## config.mk

```make
export PLATFORM = sky130hd
export DESIGN_NAME = kreyvium_stream_decrypt_unit_flat
export DESIGN_NICKNAME = d
export VERILOG_FILES = /design/src/rtl/kreyv_pkg.sv /design/src/rtl/kreyv_if.sv /design/src/rtl/kreyv_core.sv /design/src/rtl/kreyv_seq.sv /design/src/rtl/kreyvium_stream_decrypt_unit.sv /design/src/flat_wrapper.sv
export SDC_FILE = /design/constraint.sdc
export NUM_CORES = 1
export LEC_CHECK = 0
export BUFFER_PORTS_ARGS = -buffer_cell sky130_fd_sc_hd__buf_2
export CORE_MARGIN = 5
export CORE_UTILIZATION = 57
export DETAILED_ROUTE_END_ITERATION = 10
export GPL_TIMING_DRIVEN = 1
export MAX_ROUTING_LAYER = met4
export PLACE_DENSITY = 0.76
export SYNTH_ARGS = -nofsm -noshare
export SYNTH_HDL_FRONTEND = slang
export SYNTH_HIERARCHICAL = 1
export SYNTH_SLANG_ARGS = --single-unit
```

## constraint.sdc

```tcl
create_clock -name clk -period 2.6 [get_ports clk]
set_clock_uncertainty 0.15 [all_clocks]
set_input_delay 0.39 -clock clk [delete_from_list [all_inputs] [get_ports clk]]
set_output_delay 0.39 -clock clk [all_outputs]
set_load 0.01 [all_outputs]
```

## src/rtl/kreyv_pkg.sv

```systemverilog
// ----------------------------------------------------------------------------
// Kreyvium decrypt package
// Sizes, tap positions, codes and shared types of the Kreyvium byte decryptor.
// ----------------------------------------------------------------------------
package kreyv_pkg;

	// Register sizes.
	localparam int MAIN_REG_BITS = 288;
	localparam int ROTOR_SIZE = 128;
	localparam int KEY_LOAD_BITS = 93;
	localparam int BYTE_BITS = 8;
	localparam int CFG_WIDTH = 64;
	localparam int CFG_INDEX_WIDTH = 2;

	// Default number of warm-up clocks after an init request.
	localparam int WARMUP_CLOCKS_DEF = 1152;

	// Tap positions of the main register.
	localparam int TAP_A1 = 65;
	localparam int TAP_A2 = 92;
	localparam int TAP_B1 = 161;
	localparam int TAP_B2 = 176;
	localparam int TAP_C1 = 242;
	localparam int TAP_C2 = 287;
	localparam int TAP_A_FB = 170;
	localparam int TAP_B_FB = 263;
	localparam int TAP_C_FB = 68;
	localparam int AND_A = 90;
	localparam int AND_B = 174;
	localparam int AND_C = 285;
	localparam int INS_A = 93;
	localparam int INS_B = 177;

	// Request modes.
	localparam logic MODE_INIT = 1'b0;
	localparam logic MODE_DECRYPT = 1'b1;

	// Configuration register indexes.
	localparam logic [CFG_INDEX_WIDTH-1:0] CFG_KEY_HIGH = 2'd0;
	localparam logic [CFG_INDEX_WIDTH-1:0] CFG_KEY_LOW = 2'd1;
	localparam logic [CFG_INDEX_WIDTH-1:0] CFG_IV_HIGH = 2'd2;
	localparam logic [CFG_INDEX_WIDTH-1:0] CFG_IV_LOW = 2'd3;

	// Commands from the sequencer to the cipher core.
	typedef struct packed {
		logic load;
		logic step;
	} core_ctrl_t;

endpackage

```

## src/rtl/kreyv_if.sv

```systemverilog
// ----------------------------------------------------------------------------
// Kreyvium decrypt channels
// Valid/ready channels for decrypt requests and decrypted bytes.
// ----------------------------------------------------------------------------

// Request channel: mode and one ciphertext byte.
interface kreyv_in_if;
	logic       valid;
	logic       ready;
	logic       mode;
	logic [7:0] cipher_byte;

	modport source (output valid, output mode, output cipher_byte, input ready);
	modport sink (input valid, input mode, input cipher_byte, output ready);
endinterface

// Result channel: one decrypted byte.
interface kreyv_out_if;
	logic       valid;
	logic       ready;
	logic [7:0] plain_byte;

	modport source (output valid, output plain_byte, input ready);
	modport sink (input valid, input plain_byte, output ready);
endinterface

```

## src/rtl/kreyv_core.sv

```systemverilog
// ----------------------------------------------------------------------------
// Kreyvium cipher core
// The 288-bit main register and the two 128-bit rotors, one cipher clock
// per step command, one keystream bit out per step.
// ----------------------------------------------------------------------------
module kreyv_core (
	input  logic                             clk,
	input  logic                             arst_n,
	input  kreyv_pkg::core_ctrl_t            ctrl,
	input  logic [kreyv_pkg::ROTOR_SIZE-1:0] key,
	input  logic [kreyv_pkg::ROTOR_SIZE-1:0] iv,
	output logic                             z
);

	logic [kreyv_pkg::MAIN_REG_BITS-1:0] s_q;
	logic [kreyv_pkg::ROTOR_SIZE-1:0]    key_rotor_q;
	logic [kreyv_pkg::ROTOR_SIZE-1:0]    iv_rotor_q;
	logic [kreyv_pkg::MAIN_REG_BITS-1:0] s_load;
	logic [kreyv_pkg::MAIN_REG_BITS-1:0] s_next;
	logic                                t1;
	logic                                t2;
	logic                                t3;
	logic                                f1;
	logic                                f2;
	logic                                f3;

	// Initial main register: key bits, IV bits, ones and a final zero.
	// Key and IV bit i sits at vector position ROTOR_SIZE-1-i.
	always_comb begin
		s_load = '1;
		for (int i = 0; i < kreyv_pkg::KEY_LOAD_BITS; i++) begin
			s_load[i] = key[kreyv_pkg::ROTOR_SIZE-1-i];
		end
		for (int i = 0; i < kreyv_pkg::ROTOR_SIZE; i++) begin
			s_load[kreyv_pkg::KEY_LOAD_BITS+i] = iv[kreyv_pkg::ROTOR_SIZE-1-i];
		end
		s_load[kreyv_pkg::MAIN_REG_BITS-1] = 1'b0;
	end

	// Keystream bit and feedback of one cipher clock.
	always_comb begin
		t1 = s_q[kreyv_pkg::TAP_A1] ^ s_q[kreyv_pkg::TAP_A2];
		t2 = s_q[kreyv_pkg::TAP_B1] ^ s_q[kreyv_pkg::TAP_B2];
		t3 = s_q[kreyv_pkg::TAP_C1] ^ s_q[kreyv_pkg::TAP_C2]
			^ key_rotor_q[kreyv_pkg::ROTOR_SIZE-1];
		z = t1 ^ t2 ^ t3;
		f1 = t1 ^ s_q[kreyv_pkg::TAP_A_FB] ^ iv_rotor_q[kreyv_pkg::ROTOR_SIZE-1]
			^ (s_q[kreyv_pkg::AND_A] & s_q[kreyv_pkg::AND_A+1]);
		f2 = t2 ^ s_q[kreyv_pkg::TAP_B_FB]
			^ (s_q[kreyv_pkg::AND_B] & s_q[kreyv_pkg::AND_B+1]);
		f3 = t3 ^ s_q[kreyv_pkg::TAP_C_FB]
			^ (s_q[kreyv_pkg::AND_C] & s_q[kreyv_pkg::AND_C+1]);
		s_next = {s_q[kreyv_pkg::MAIN_REG_BITS-2:0], f3};
		s_next[kreyv_pkg::INS_A] = f1;
		s_next[kreyv_pkg::INS_B] = f2;
	end

	// State registers: parallel load on init, one shift per step.
	always_ff @(posedge clk or negedge arst_n) begin
		if (!arst_n) begin
			s_q <= '0;
			key_rotor_q <= '0;
			iv_rotor_q <= '0;
		end else if (ctrl.load) begin
			s_q <= s_load;
			key_rotor_q <= key;
			iv_rotor_q <= iv;
		end else if (ctrl.step) begin
			s_q <= s_next;
			key_rotor_q <= {key_rotor_q[kreyv_pkg::ROTOR_SIZE-2:0],
				key_rotor_q[kreyv_pkg::ROTOR_SIZE-1]};
			iv_rotor_q <= {iv_rotor_q[kreyv_pkg::ROTOR_SIZE-2:0],
				iv_rotor_q[kreyv_pkg::ROTOR_SIZE-1]};
		end
	end

endmodule

```

## src/rtl/kreyv_seq.sv

```systemverilog
// ----------------------------------------------------------------------------
// Kreyvium request sequencer
// Accepts requests, counts warm-up and byte clocks, shifts the ciphertext
// byte one bit per clock and holds the result for the receiver.
// ----------------------------------------------------------------------------
module kreyv_seq #(
	parameter int WARMUP_CLOCKS = kreyv_pkg::WARMUP_CLOCKS_DEF
) (
	input  logic                   clk,
	input  logic                   arst_n,
	kreyv_in_if.sink               in_ch,
	kreyv_out_if.source            out_ch,
	output kreyv_pkg::core_ctrl_t  ctrl,
	input  logic                   z
);

	localparam int MAX_COUNT = (WARMUP_CLOCKS > kreyv_pkg::BYTE_BITS) ?
		WARMUP_CLOCKS : kreyv_pkg::BYTE_BITS;
	localparam int CNT_W = $clog2(MAX_COUNT + 1);

	localparam logic [1:0] ST_IDLE = 2'd0;
	localparam logic [1:0] ST_LOAD = 2'd1;
	localparam logic [1:0] ST_RUN = 2'd2;

	logic [1:0]       state_q;
	logic [CNT_W-1:0] cnt_q;
	logic             mode_q;
	logic [7:0]       byte_q;
	logic             out_valid_q;
	logic [7:0]       out_byte_q;
	logic             in_fire;
	logic             slot_free;

	assign in_ch.ready = (state_q == ST_IDLE);
	assign in_fire = in_ch.valid && in_ch.ready;
	assign slot_free = !out_valid_q || out_ch.ready;
	assign out_ch.valid = out_valid_q;
	assign out_ch.plain_byte = out_byte_q;

	// Core commands.
	always_comb begin
		ctrl.load = (state_q == ST_LOAD);
		ctrl.step = (state_q == ST_RUN) && (cnt_q != '0);
	end

	// Control state: idle, load on an init, then one cipher clock per count.
	always_ff @(posedge clk or negedge arst_n) begin
		if (!arst_n) begin
			state_q <= ST_IDLE;
			cnt_q <= '0;
			mode_q <= kreyv_pkg::MODE_INIT;
			out_valid_q <= 1'b0;
		end else begin
			if (out_valid_q && out_ch.ready) begin
				out_valid_q <= 1'b0;
			end
			case (state_q)
				ST_IDLE: begin
					if (in_fire) begin
						mode_q <= in_ch.mode;
						if (in_ch.mode == kreyv_pkg::MODE_INIT) begin
							state_q <= ST_LOAD;
						end else begin
							cnt_q <= CNT_W'(kreyv_pkg::BYTE_BITS);
							state_q <= ST_RUN;
						end
					end
				end
				ST_LOAD: begin
					cnt_q <= CNT_W'(WARMUP_CLOCKS);
					state_q <= ST_RUN;
				end
				ST_RUN: begin
					if (cnt_q != '0) begin
						cnt_q <= cnt_q - 1'b1;
					end else if (slot_free) begin
						out_valid_q <= 1'b1;
						state_q <= ST_IDLE;
					end
				end
				default: begin
					state_q <= ST_IDLE;
				end
			endcase
		end
	end

	// Byte path: rotate left, decrypting the top bit as it wraps into bit 0.
	always_ff @(posedge clk) begin
		if (in_fire) begin
			byte_q <= in_ch.cipher_byte;
		end else if (ctrl.step && (mode_q == kreyv_pkg::MODE_DECRYPT)) begin
			byte_q <= {byte_q[6:0], byte_q[7] ^ z};
		end
		if ((state_q == ST_RUN) && (cnt_q == '0) && slot_free) begin
			out_byte_q <= (mode_q == kreyv_pkg::MODE_DECRYPT) ? byte_q : 8'h00;
		end
	end

`ifndef SYNTHESIS
	a_no_load_and_step: assert property (@(posedge clk) disable iff (!arst_n)
		!(ctrl.load && ctrl.step))
		else $error("load and step commanded together");

	a_init_goes_to_load: assert property (@(posedge clk) disable iff (!arst_n)
		(in_fire && (in_ch.mode == kreyv_pkg::MODE_INIT)) |=> (state_q == ST_LOAD))
		else $error("init request did not load the core");

	a_result_after_count: assert property (@(posedge clk) disable iff (!arst_n)
		$rose(out_valid_q) |-> ($past(state_q) == ST_RUN) && ($past(cnt_q) == '0))
		else $error("result raised before all clocks ran");

	a_load_starts_warmup: assert property (@(posedge clk) disable iff (!arst_n)
		ctrl.load |=> (cnt_q == CNT_W'(WARMUP_CLOCKS)) && (state_q == ST_RUN))
		else $error("warm-up count not started after load");
`endif

endmodule

```

## src/rtl/kreyvium_stream_decrypt_unit.sv

```systemverilog
// ----------------------------------------------------------------------------
// Kreyvium stream decrypt unit
// Top level: configuration registers, request sequencer and cipher core.
// ----------------------------------------------------------------------------
// Usage:
// Key and IV are written through the plain write port (cfg_we, cfg_index,
// cfg_data) while the unit is idle; they are sampled only by an init request.
// Requests arrive on in_ch. Mode init loads the main register and rotors
// and runs the WARMUP_CLOCKS warm-up steps; its result is a zero byte.
// Mode decrypt runs eight cipher steps, one keystream bit per step, and
// XORs them MSB first into cipher_byte.
// One request is worked at a time: in_ch is ready only while the sequencer
// is idle, so the next request is taken only once the last one has passed
// its result to the output register.
// The result is held in an output register until out_ch takes it; while it
// waits the next request is accepted and run, and only its final write
// waits for the register to empty.
// Reset clears the cipher state, rotors and key/IV registers to zero and
// drops all valid flags.
// ----------------------------------------------------------------------------
module kreyvium_stream_decrypt_unit #(
	parameter int WARMUP_CLOCKS = kreyv_pkg::WARMUP_CLOCKS_DEF
) (
	input  logic                                  clk,
	input  logic                                  arst_n,
	input  logic                                  cfg_we,
	input  logic [kreyv_pkg::CFG_INDEX_WIDTH-1:0] cfg_index,
	input  logic [kreyv_pkg::CFG_WIDTH-1:0]       cfg_data,
	kreyv_in_if.sink                              in_ch,
	kreyv_out_if.source                           out_ch
);

	logic [kreyv_pkg::CFG_WIDTH-1:0] key_high_q;
	logic [kreyv_pkg::CFG_WIDTH-1:0] key_low_q;
	logic [kreyv_pkg::CFG_WIDTH-1:0] iv_high_q;
	logic [kreyv_pkg::CFG_WIDTH-1:0] iv_low_q;
	kreyv_pkg::core_ctrl_t           ctrl;
	logic                            z;

	// Configuration registers.
	always_ff @(posedge clk or negedge arst_n) begin
		if (!arst_n) begin
			key_high_q <= '0;
			key_low_q <= '0;
			iv_high_q <= '0;
			iv_low_q <= '0;
		end else if (cfg_we) begin
			case (cfg_index)
				kreyv_pkg::CFG_KEY_HIGH: key_high_q <= cfg_data;
				kreyv_pkg::CFG_KEY_LOW: key_low_q <= cfg_data;
				kreyv_pkg::CFG_IV_HIGH: iv_high_q <= cfg_data;
				kreyv_pkg::CFG_IV_LOW: iv_low_q <= cfg_data;
				default: begin
				end
			endcase
		end
	end

	// Request sequencer.
	kreyv_seq #(
		.WARMUP_CLOCKS(WARMUP_CLOCKS)
	) u_seq (
		.clk    (clk),
		.arst_n (arst_n),
		.in_ch  (in_ch),
		.out_ch (out_ch),
		.ctrl   (ctrl),
		.z      (z)
	);

	// Cipher core.
	kreyv_core u_core (
		.clk    (clk),
		.arst_n (arst_n),
		.ctrl   (ctrl),
		.key    ({key_high_q, key_low_q}),
		.iv     ({iv_high_q, iv_low_q}),
		.z      (z)
	);

endmodule

```

## src/flat_wrapper.sv

```systemverilog
// flat-port wrapper written by rule: the top's interface ports become plain ports
module kreyvium_stream_decrypt_unit_flat 
#(
	parameter int WARMUP_CLOCKS = kreyv_pkg::WARMUP_CLOCKS_DEF
)
  (clk, arst_n, cfg_we, cfg_index, cfg_data, in_ch_valid, in_ch_mode, in_ch_cipher_byte, in_ch_ready, out_ch_valid, out_ch_plain_byte, out_ch_ready);
  kreyv_in_if in_ch_i ();
  kreyv_out_if out_ch_i ();
  input  logic clk;
  input  logic arst_n;
  input  logic cfg_we;
  input  logic [kreyv_pkg::CFG_INDEX_WIDTH-1:0] cfg_index;
  input  logic [kreyv_pkg::CFG_WIDTH-1:0] cfg_data;
  input wire logic [$bits(in_ch_i.valid)-1:0] in_ch_valid;
  input wire logic [$bits(in_ch_i.mode)-1:0] in_ch_mode;
  input wire logic [$bits(in_ch_i.cipher_byte)-1:0] in_ch_cipher_byte;
  output wire logic [$bits(in_ch_i.ready)-1:0] in_ch_ready;
  output wire logic [$bits(out_ch_i.valid)-1:0] out_ch_valid;
  output wire logic [$bits(out_ch_i.plain_byte)-1:0] out_ch_plain_byte;
  input wire logic [$bits(out_ch_i.ready)-1:0] out_ch_ready;
  assign in_ch_i.valid = in_ch_valid;
  assign in_ch_i.mode = in_ch_mode;
  assign in_ch_i.cipher_byte = in_ch_cipher_byte;
  assign in_ch_ready = in_ch_i.ready;
  assign out_ch_valid = out_ch_i.valid;
  assign out_ch_plain_byte = out_ch_i.plain_byte;
  assign out_ch_i.ready = out_ch_ready;
  kreyvium_stream_decrypt_unit #(.WARMUP_CLOCKS(WARMUP_CLOCKS)) u_core (.clk(clk), .arst_n(arst_n), .cfg_we(cfg_we), .cfg_index(cfg_index), .cfg_data(cfg_data), .in_ch(in_ch_i), .out_ch(out_ch_i));
endmodule
```

### Word-level counts from Yosys, hierarchy flattened

Cells that the tools add are included.

* flip-flop bits (word level): 831
* logic and storage cells: 84

* add/subtract/negate cells: 1
* eq/ne operators: 10
* mux-type cells: 21
* bitwise gates (word level): 17
* reduce and logical (&&, ||, !) cells: 22

Operators with widths (number)
* 288-bit 2-to-1 mux: 2
* 128-bit 2-to-1 mux: 4
* 11-bit 2-to-1 mux: 3
* 11-bit case mux with 3 select lines: 1
* 8-bit 2-to-1 mux: 2
* 1-bit bitwise XOR: 14
* 11-bit zero test: 1
* 11-bit nonzero test: 1
* 11-bit by 1-bit subtractor with 11-bit output, second input constant: 1
* 2-bit AND reduction: 5
* 2-bit 2-to-1 mux: 4
* 2-bit inequality test, second input constant: 4
* 2-bit == test, second input constant: 3
* 1-bit logical AND: 6
* 2-bit case mux with 3 select lines: 1
* 2-bit by 1-bit == test with 1-bit output, second input constant: 2
* 2-bit zero test: 2
* 1-bit 2-to-1 mux: 4
* 4-bit AND reduction: 1
* 2-bit nonzero test: 2
* 1-bit bitwise AND: 3
* 3-bit AND reduction: 1
* 3-bit nonzero test: 1
* 2-bit by 1-bit inequality test with 1-bit output, second input constant: 1
* other kinds (2): 2

### Logic depth before layout (Yosys ltp)

Gate-level depths: netlist of run 1.

* depth in word-level cells: 6
* mapped depth: 10

### Hierarchy

Netlist of run 1, hierarchy kept.

By module, submodules not included
* kreyv_core: instances 1, cells each 2547, area each 25471.9 µm², seq. area each 13613.1 µm²
* kreyvium_stream_decrypt_unit: instances 1, cells each 543, area each 9806.9 µm², seq. area each 6406.1 µm²
* kreyv_seq: instances 1, cells each 142, area each 1600.3 µm², seq. area each 855.8 µm²

### Least setup slack after synthesis of run 1

OpenSTA, ideal clock, no wires.

* path type: reg2reg
* start point: reg u_core.u_seq.cnt_q[0]
* end point: reg u_core/u_core/s_q[221] (netlist name)
* setup time: 0.124 ns
* data arrival time: 2.258 ns
* data required time: 2.326 ns
* setup slack: 0.069 ns
* cell stages (with the launch flop): 10
* path buffers: 4
* cell sequence: dfrtp_1 -> inv_1 -> ha_1 -> or3b_2 -> o31a_1 -> buf_4 -> buf_4 -> buf_2 -> buf_2 -> a211o_1

RTL lines
* start: declaration: line kreyv_seq.sv:26 `logic [CNT_W-1:0] cnt_q;`
* start signal: assignment: line kreyv_seq.sv:64 `cnt_q <= CNT_W'(kreyv_pkg::BYTE_BITS);`
* start signal: assignment: line kreyv_seq.sv:70 `cnt_q <= CNT_W'(WARMUP_CLOCKS);`
* start signal: assignment: line kreyv_seq.sv:75 `cnt_q <= cnt_q - 1'b1;`
* end signal: assignment: line kreyv_core.sv:65 `s_q <= s_load;`
* end signal: assignment: line kreyv_core.sv:69 `s_q <= s_next;`
* end: declaration: line kreyv_core.sv:15 `logic [kreyv_pkg::MAIN_REG_BITS-1:0] s_q;`

==> summary.md, run 1 <==
| Metric | Value |
|---|---|
| Period utilization | `between 90% and 100%` |
| Top cell type's share of synthesized area | `about 55%` |
| Die Area | `69,890 sq um` |
| Total number of H-tree levels | `3` |
| Mean post-synth cell area | `between 10 and 15 sq um` |
| Cell depth of the worst flop-to-flop path | `5` |
| Hold WC Path Type | `primary input to async pin` |
| Post-layout min period | `approximately 2.6 ns` |
| CP bufs+invs | `1` |
| Latest clock arrival within the worst-skew pair | `about 0.63 ns` |
| Initial core utilization | `a little under three fifths` |
| Top FF cell, synth | `dfrtp_1` |
| Worst path depth | `5` |
| Worst Tran Pin Value | `roughly 0.79 ns` |
| Leak | `approximately 18 nW` |
| Startpoint Class | `flip-flop` |
| R2R Setup Slk | `0.01 ns` |
| PortBufs | `approximately 90` |
| Fin cells | `approximately 4,300` |
| Slowest CP cell | `or4_4` |
| Number of global-route vias before repair | `about 25,000` |
| MaxCap Viol Count | `0` |
| FF+latch count, synth | `831` |
| CP delay by family, top | `compound AO/OA/AOI/OAI gates` |
| Commonest cells in the netlist | `dfrtp_1 (815), nor2b_1 (717), nor2_1 (449), a211oi_1 (438), mux2_2 (138)` |
| Initial antenna violation count | `0` |
| Worst Path Class, Setup | `flip-flop to flip-flop` |
| Most frequent cell after synthesis | `dfrtp_1` |
| Final #Nets | `around 3,400` |
| Detailed Route Iter0 Violations | `1,734` |
| Slew Viols, Final | `0` |
| Yosys top cell by area | `dfrtp_1` |
| Crit path DAT | `between 2 and 3 ns` |
| Grt ovf | `0` |
| Netlist cell types | `50` |
| Clock sinks | `831` |
| Endpoints failing setup | `0` |
| Layout fillers | `around 4,500` |
| Fmax achieved | `0.3867 GHz` |
| Max incr delay on CP | `~0.56 ns` |
| Final Hold Vio Count | `0` |
| Die width | `264.4 um` |
| Synth async-reset ratio | `a little over nine tenths` |
| Die Y | `between 200 and 300 um` |
| Critical Path RT | `between 2 and 3 ns` |
| CTS Buf Count | `86` |
| Launching point of the worst reg2reg path | `u_core/u_seq/cnt_q[8]$_DFFE_PN0P_` |
| Synthesis Warnings | `6` |
| Syn_nets | `3,317` |
| Slew headroom | `between 40% and 50%` |
| Synth area leaders | `dfrtp_1 (55%), nor2b_1 (12%), a211oi_1 (8.9%)` |
| Final Core Density | `between 60% and 70%` |
| First-pass iteration count of the detailed router | `5` |
| CP cell instances | `or4_4 -> o31a_4 -> buf_12 -> a211oi_1 -> nor2_1` |
| P&R area growth vs syn | `16.68%` |
| RD Place Congestion | `about 0.8` |
| Core area | `approximately 64,000 sq um` |
| WL/cell | `approximately 18 um` |
| DRC errors left | `0` |
| Post-Synthesis Cells | `between 3,000 and 4,000` |
| # IOs | `90` |
| Antenna Nets Post-Route | `0` |
| Critical path peak fanout | `about 160` |
| Status | `finished, final reports clean` |
| Worst-path clk slew | `roughly 0.06 ns` |
| Mapped cell area | `36,880 sq um` |
| DP HPWL | `~46 mm` |
| GRT Util Overall | `22.29%` |
| Rows | `93` |
| Seq/Total Area, Yosys | `a little under three fifths` |
| Antenna diode count | `0` |
| Global-route wire length before repair | `about 130 mm` |
| Maximum clock insertion buffer count | `3` |
| CTS root buf | `clkbuf_16` |
| Max VDD drop | `about 1.1 mV` |
| Crit end category | `flip-flop` |
| Drt via density | `approximately 5.7` |
| WL final | `76.95 mm` |
| Post-synth EDFFs | `16` |
| PwrDens | `roughly 1400 nW/um^2` |
| R2r endpoint | `u_core/u_core/iv_rotor_q[7]$_DFFE_PN0P_` |
| CTS tree | `done` |
| Vias | `roughly 24,000` |
| Inst Count DP | `roughly 4,000` |
| Layout cells sized above 1 | `20.93%` |
| TNS Setup | `0 ns` |
| Pin count of the biggest net entering global routing | `157` |
-- placed cells by master (no fill, tap or decap), types with 57 or more instances in the layout --
cell           Yosys  routed
a211oi_2           0     149
dfrtp_1          815     815
mux2_4            60      60
nor2_1           449     449
buf_2             97      88
buf_4             13      57
nor2b_1          717     692
mux2_1            65      65
clkbuf_16          0      92
dlygate4sd3_1      0      77
a211o_1           67      67
mux2_2           138     138
a211oi_1         438     289
-- timing repair --
action                                 CTS  global route
endpoints found under the hold margin  693             0
pin swaps                                0             2
hold buffers                            77             0
resized for setup                        3           181
buffers inserted                         0             1
setup endpoints to repair               36           220
gates cloned                             0             2
-- stage by stage --
| stage | instance area [sq um] | hold WS [ns] | power [mW] | setup slack, ns |
|---|---|---|---|---|
| final | 43030 | 0.1376 | 60.61 | 0.01372 |
| after global routing | 43030 | 0.1337 | 64.98 | -0.04488 |
| after CTS | 42140 | 0.1059 | 58.61 | 0.01938 |
| after detailed placement | 38430 | 0.1871 | 45.46 | -0.03167 |
| after global placement | 38430 | 0.1850 | 44.01 | 0.06230 |
| after floorplan | 36880 | -0.05559 | 39.76 | 0.06857 |
-- routing by layer --
layer	part of all wire [%]	vias to the layer above	GRT usage [%]
met2	49	386	35.46
met5	0	-	-
met1	46	12370	31.20
met4	1.8	0	5.455
li1	-	11360	-
met3	3.1	113	2.794
-- sequential cells by signal (all words and copies together) (netlist names) --
name / count
u_core/iv_high_q: 64
u_core/iv_low_q: 64
u_core/key_high_q: 64
u_core/key_low_q: 64
u_core/u_core/iv_rotor_q: 128
u_core/u_core/key_rotor_q: 128
u_core/u_core/s_q: 288
u_core/u_seq/byte_q: 8
u_core/u_seq/cnt_q: 11
u_core/u_seq/mode_q: 1
u_core/u_seq/out_ch.plain_byte: 8
u_core/u_seq/out_ch.valid: 1
u_core/u_seq/state_q: 2
-- worst max path at each step --
stage                                      start                                        end  slack [ns]
2_1_floorplan  u_core/u_seq/cnt_q[0]$_DFFE_PN0P_         u_core/u_core/s_q[221]$_DFFE_PN0P_        0.07
3_3_place_gp   u_core/u_seq/cnt_q[0]$_DFFE_PN0P_         u_core/u_core/s_q[165]$_DFFE_PN0P_        0.06
6_report       u_core/u_seq/cnt_q[8]$_DFFE_PN0P_    u_core/u_core/iv_rotor_q[7]$_DFFE_PN0P_        0.01
3_5_place_dp   u_core/u_seq/cnt_q[1]$_DFFE_PN0P_         u_core/u_core/s_q[164]$_DFFE_PN0P_       -0.03
4_1_cts        u_core/u_seq/cnt_q[0]$_DFFE_PN0P_         u_core/u_core/s_q[211]$_DFFE_PN0P_        0.02
5_1_grt        u_core/u_seq/cnt_q[1]$_DFFE_PN0P_  u_core/u_core/iv_rotor_q[103]$_DFFE_PN0P_       -0.04
-- layout make-up --
class,instances,area [sq um],share of cell area [%]
Sequential cell,831,20880,48.51
Clock inverter,26,255.2,0.5932
Inverter,7,26.28,0.06106
Tap cell,855,1070,2.486
Multi-Input combinational cell,2157,15630,36.31
Clock buffer,133,2664,6.190
Timing Repair Buffer,267,2516,5.847
-- report_power, final --
part / total (mW) / leakage [nW] / switching (mW) / internal (mW)
logic: 26.0 / 7.12 / 14.0 / 12.1
registers: 22.1 / 9.75 / 3.31 / 18.8
clock network: 12.5 / 1.45 / 5.02 / 7.46
total: 60.6 / 18.3 / 22.3 / 38.3
-- logic make-up after synthesis --
logic type	share of synthesized area, %
AOI/OAI and AO/OA	11.75
muxes	9.700
adders and majority gates	0.1696
and+or+nand+nor	18.04
buffers and inverters	3.332
DFF	56.60
xor gates and xnor gates	0.4105
No activity file was read; power rests on OpenSTA's default activity.
==> run 2: changes to the inputs <==
--- a/config.mk
+++ b/config.mk
@@ -7,11 +7,11 @@
 export LEC_CHECK = 0
 export BUFFER_PORTS_ARGS = -buffer_cell sky130_fd_sc_hd__buf_2
 export CORE_MARGIN = 5
-export CORE_UTILIZATION = 57
+export CORE_UTILIZATION = 35
 export DETAILED_ROUTE_END_ITERATION = 10
 export GPL_TIMING_DRIVEN = 1
 export MAX_ROUTING_LAYER = met4
-export PLACE_DENSITY = 0.76
+export PLACE_DENSITY = 0.5
 export SYNTH_ARGS = -nofsm -noshare
 export SYNTH_HDL_FRONTEND = slang
 export SYNTH_HIERARCHICAL = 1
==> run 2 against run 1 <==
- sequential power about the same
- die area up 60%
- power up 7.4%
- cell area up 5.6%
- critical path depth up 5
- cell count up 14%
- hold slack better by 0.00090 ns
- critical endpoint is now u_core/u_core/iv_rotor_q[125]$_DFFE_PN0P_
- largest cell class unchanged
==> summary.md, run 2 (synthesized netlist as in run 1, its figures left out) <==
| Metric | Value |
|---|---|
| Initial core utilization | `35.13% (-22 points)` |
| Rows | `119 (+28%)` |
| RSZ-0062 raised after global routing | `yes` |
| GRT Util Overall | `14.42% (-7.9 points)` |
| Final Hold Vio Count | `0 (unchanged)` |
| Status | `finished, final reports clean` |
| Commonest non-fill, non-tap cell in the layout | `dfrtp_1` |
| RD Place Congestion | `0.7171 (-10%)` |
| DP HPWL | `47.30 mm (+1.7%)` |
| Period utilization | `98.66% (-0.81 points)` |
| PortBufs | `89 (unchanged)` |
| CTS Buf Count | `96 (+12%)` |
| Detailed Route Iter0 Violations | `1,477 (-15%)` |
| Antenna Nets Post-Route | `0 (unchanged)` |
| Layout cells sized above 1 | `25.07% (+4.1 points)` |
| Crit path DAT | `2.96 ns (+0.03 ns)` |
| Final Core Density | `43.29% (-24 points)` |
| Worst Path Class, Setup | `flip-flop to flip-flop` |
| Most frequent cells in the layout | `dfrtp_1 (815), nor2b_1 (679), nor2_1 (449), a211oi_2 (232), a211oi_1 (204)` |
| Critical Path RT | `3.00 ns (+0.06 ns)` |
| Number of global-route vias before repair | `23,910 (-4.9%)` |
| Combinational share of power | `45.1% (+2.2 points)` |
| Biggest regs | `u_core/u_core/s_q x288, u_core/u_core/iv_rotor_q x128, u_core/u_core/key_rotor_q x128` |
| TNS Setup | `0 ns (unchanged)` |
| Die Y | `334.6 um (+27%)` |
| Die width | `334.6 um (+27%)` |
| P&R area growth vs syn | `23.23%` |
| Die Area | `112,000 sq um (+60%)` |
| WL final | `85.49 mm (+11%)` |
| Clock power share | `21.1% (+0.5 points)` |
| Max FFs per register | `288 (unchanged)` |
| Internal power | `41.43 mW (+8.2%)` |
| Place WS | `0.03138 ns (+0.06305 ns)` |
| Final #Nets | `3,490 (+1.6%)` |
| Core area | `105,000 sq um (+63%)` |
| Maximum clock insertion buffer count | `3 (unchanged)` |
| Max VDD drop | `0.6682 mV (-40%)` |
| Post-layout min period | `2.565 ns (-0.02104 ns)` |
| Worst-path clk slew | `0.06 ns (about the same)` |
| Hold Worst Slack | `0.1385 ns (+0.0009000 ns)` |
| Slew headroom | `56.41% (+9.1 points)` |
| Layout fillers | `9,884 (+120%)` |
| Latest clock arrival within the worst-skew pair | `0.65 ns (+0.02 ns)` |
| Pwr Total | `65.09 mW (+7.4%)` |
| DRC errors left | `0 (unchanged)` |
| Worst Tran Pin Value | `0.6519 ns (-0.1385 ns)` |
| Initial antenna violation count | `2 (+2)` |
| Grt ovf | `0 (unchanged)` |
| Reg power frac | `33.8% (-2.7 points)` |
| WL/cell | `17.54 um (-2.6%)` |
| Hold WC Path Type | `primary input to async pin` |
| CTS tree | `done` |
| Total number of H-tree levels | `3 (unchanged)` |
| Leak | `19.02 nW (+3.8%)` |
| Global-route wire length before repair | `131.6 mm (+2.4%)` |
| R2R Setup Slk | `0.03 ns (+0.02 ns)` |
| Vias | `24,000 (-0.96%)` |
| Drt via density | `4.923 (-13%)` |
| Crit end category | `flip-flop` |
| Reg with most FFs | `u_core/u_core/s_q` |
| Clock sinks | `831 (unchanged)` |
| # IOs | `90 (unchanged)` |
| Startpoint Class | `flip-flop` |
| Pin count of the biggest net entering global routing | `106 (-32%)` |
| MaxCap Viol Count | `0 (unchanged)` |
| PwrDens | `1432 nW/um^2 (+1.7%)` |
| Critical path peak fanout | `13 (-92%)` |
| First-pass iteration count of the detailed router | `4 (-1)` |
| Fmax achieved | `0.3898 GHz (+0.82%)` |
| Setup slack after layout | `0.03476 ns (+0.02104 ns)` |
| CTS root buf | `clkbuf_16` |
| NetSw | `23.65 mW (+6.0%)` |
| Endpoints failing setup | `0 (unchanged)` |
| Slew Viols, Final | `0 (unchanged)` |
| Switching portion of total power | `36.34% (-0.46 points)` |
==> run 2: cell count changes in the layout (fill, tap and decap cells not counted), moves of 11 or more <==
cell	delta
buf_6	+17
nor2b_2	+13
clkbuf_16	+30
a211oi_1	-85
a211oi_2	+83
nor2b_1	-13
buf_16	+11
==> run 2: worst paths after layout <==
| check | from | to | cells after the start |
|---|---|---|---|
| worst max-delay path | u_core/u_seq/cnt_q[0]$_DFFE_PN0P_ | u_core/u_core/iv_rotor_q[125]$_DFFE_PN0P_ | 10 |
| worst min-delay path | arst_n | u_core/key_low_q[3]$_DFFE_PN0P_ | 2 |
| worst max register to register | u_core/u_seq/cnt_q[0]$_DFFE_PN0P_ | u_core/u_core/iv_rotor_q[125]$_DFFE_PN0P_ | 10 |
| worst min register to register | u_core/u_core/s_q[237]$_DFFE_PN0P_ | u_core/u_core/s_q[238]$_DFFE_PN0P_ | 1 |
| max in group asynchronous | arst_n | u_core/key_high_q[18]$_DFFE_PN0P_ | 3 |
| min in group clk | u_core/u_core/s_q[237]$_DFFE_PN0P_ | u_core/u_core/s_q[238]$_DFFE_PN0P_ | 1 |
==> run 2: power by group through the flow <==
stage / registers, mW / clock network [mW] / logic [mW]
after global routing: 22.7 / 14.7 / 32.5
after detailed placement: 21.8 / 0 / 23.6
after floorplan: 20.8 / 0 / 19.0
final: 22.0 / 13.7 / 29.3
after CTS: 21.7 / 14.2 / 23.9
after global placement: 21.9 / 0 / 23.2
==> run 2: layout make-up <==
type / instances / area, sq um / share of cell area, %
flip-flops and latches: 831 / 20880 / 45.93
diodes: 2 / 5.005 / 0.01101
well taps: 1391 / 1740 / 3.830
inverters: 7 / 27.53 / 0.06057
multi-input cells: 2157 / 16110 / 35.44
repair buffers: 312 / 3461 / 7.615
clock inverters: 33 / 357.8 / 0.7874
clock buffers: 142 / 2872 / 6.319
==> run 2: worst max-delay path: stages, from the launching register on <==
cell	delay, ns
dfrtp_1	0.39
inv_2	0.09
ha_4	0.13
or3b_4	0.38
o31a_4	0.37
buf_6	0.17
buf_12	0.14
clkbuf_16	0.17
buf_4	0.16
a211oi_1	0.22
nor2_1	0.07
==> run 2: metal layers <==
layer	share of wire, %	global-route usage, %	up-vias
met5	0	-	-
met4	1.5	3.527	0
met1	50	20.77	12140
li1	-	-	11540
met2	46	21.51	231
met3	2.7	2.248	88
==> run 2: stage by stage <==
step | area [sq um] | std cells
5_1_grt | 45440 | 4874
3_5_place_dp | 39260 | 4584
4_1_cts | 43260 | 4836
6_report | 45440 | 4875
3_3_place_gp | 39260 | 4584
2_1_floorplan | 36880 | 3232
==> run 2: what timing repair did <==
action / in CTS / in global routing
resized for setup: 0 / 313
hold buffers: 77 / 0
setup buffers: 0 / 4
setup endpoints to repair: 0 / 466
hold endpoints to repair: 574 / 0
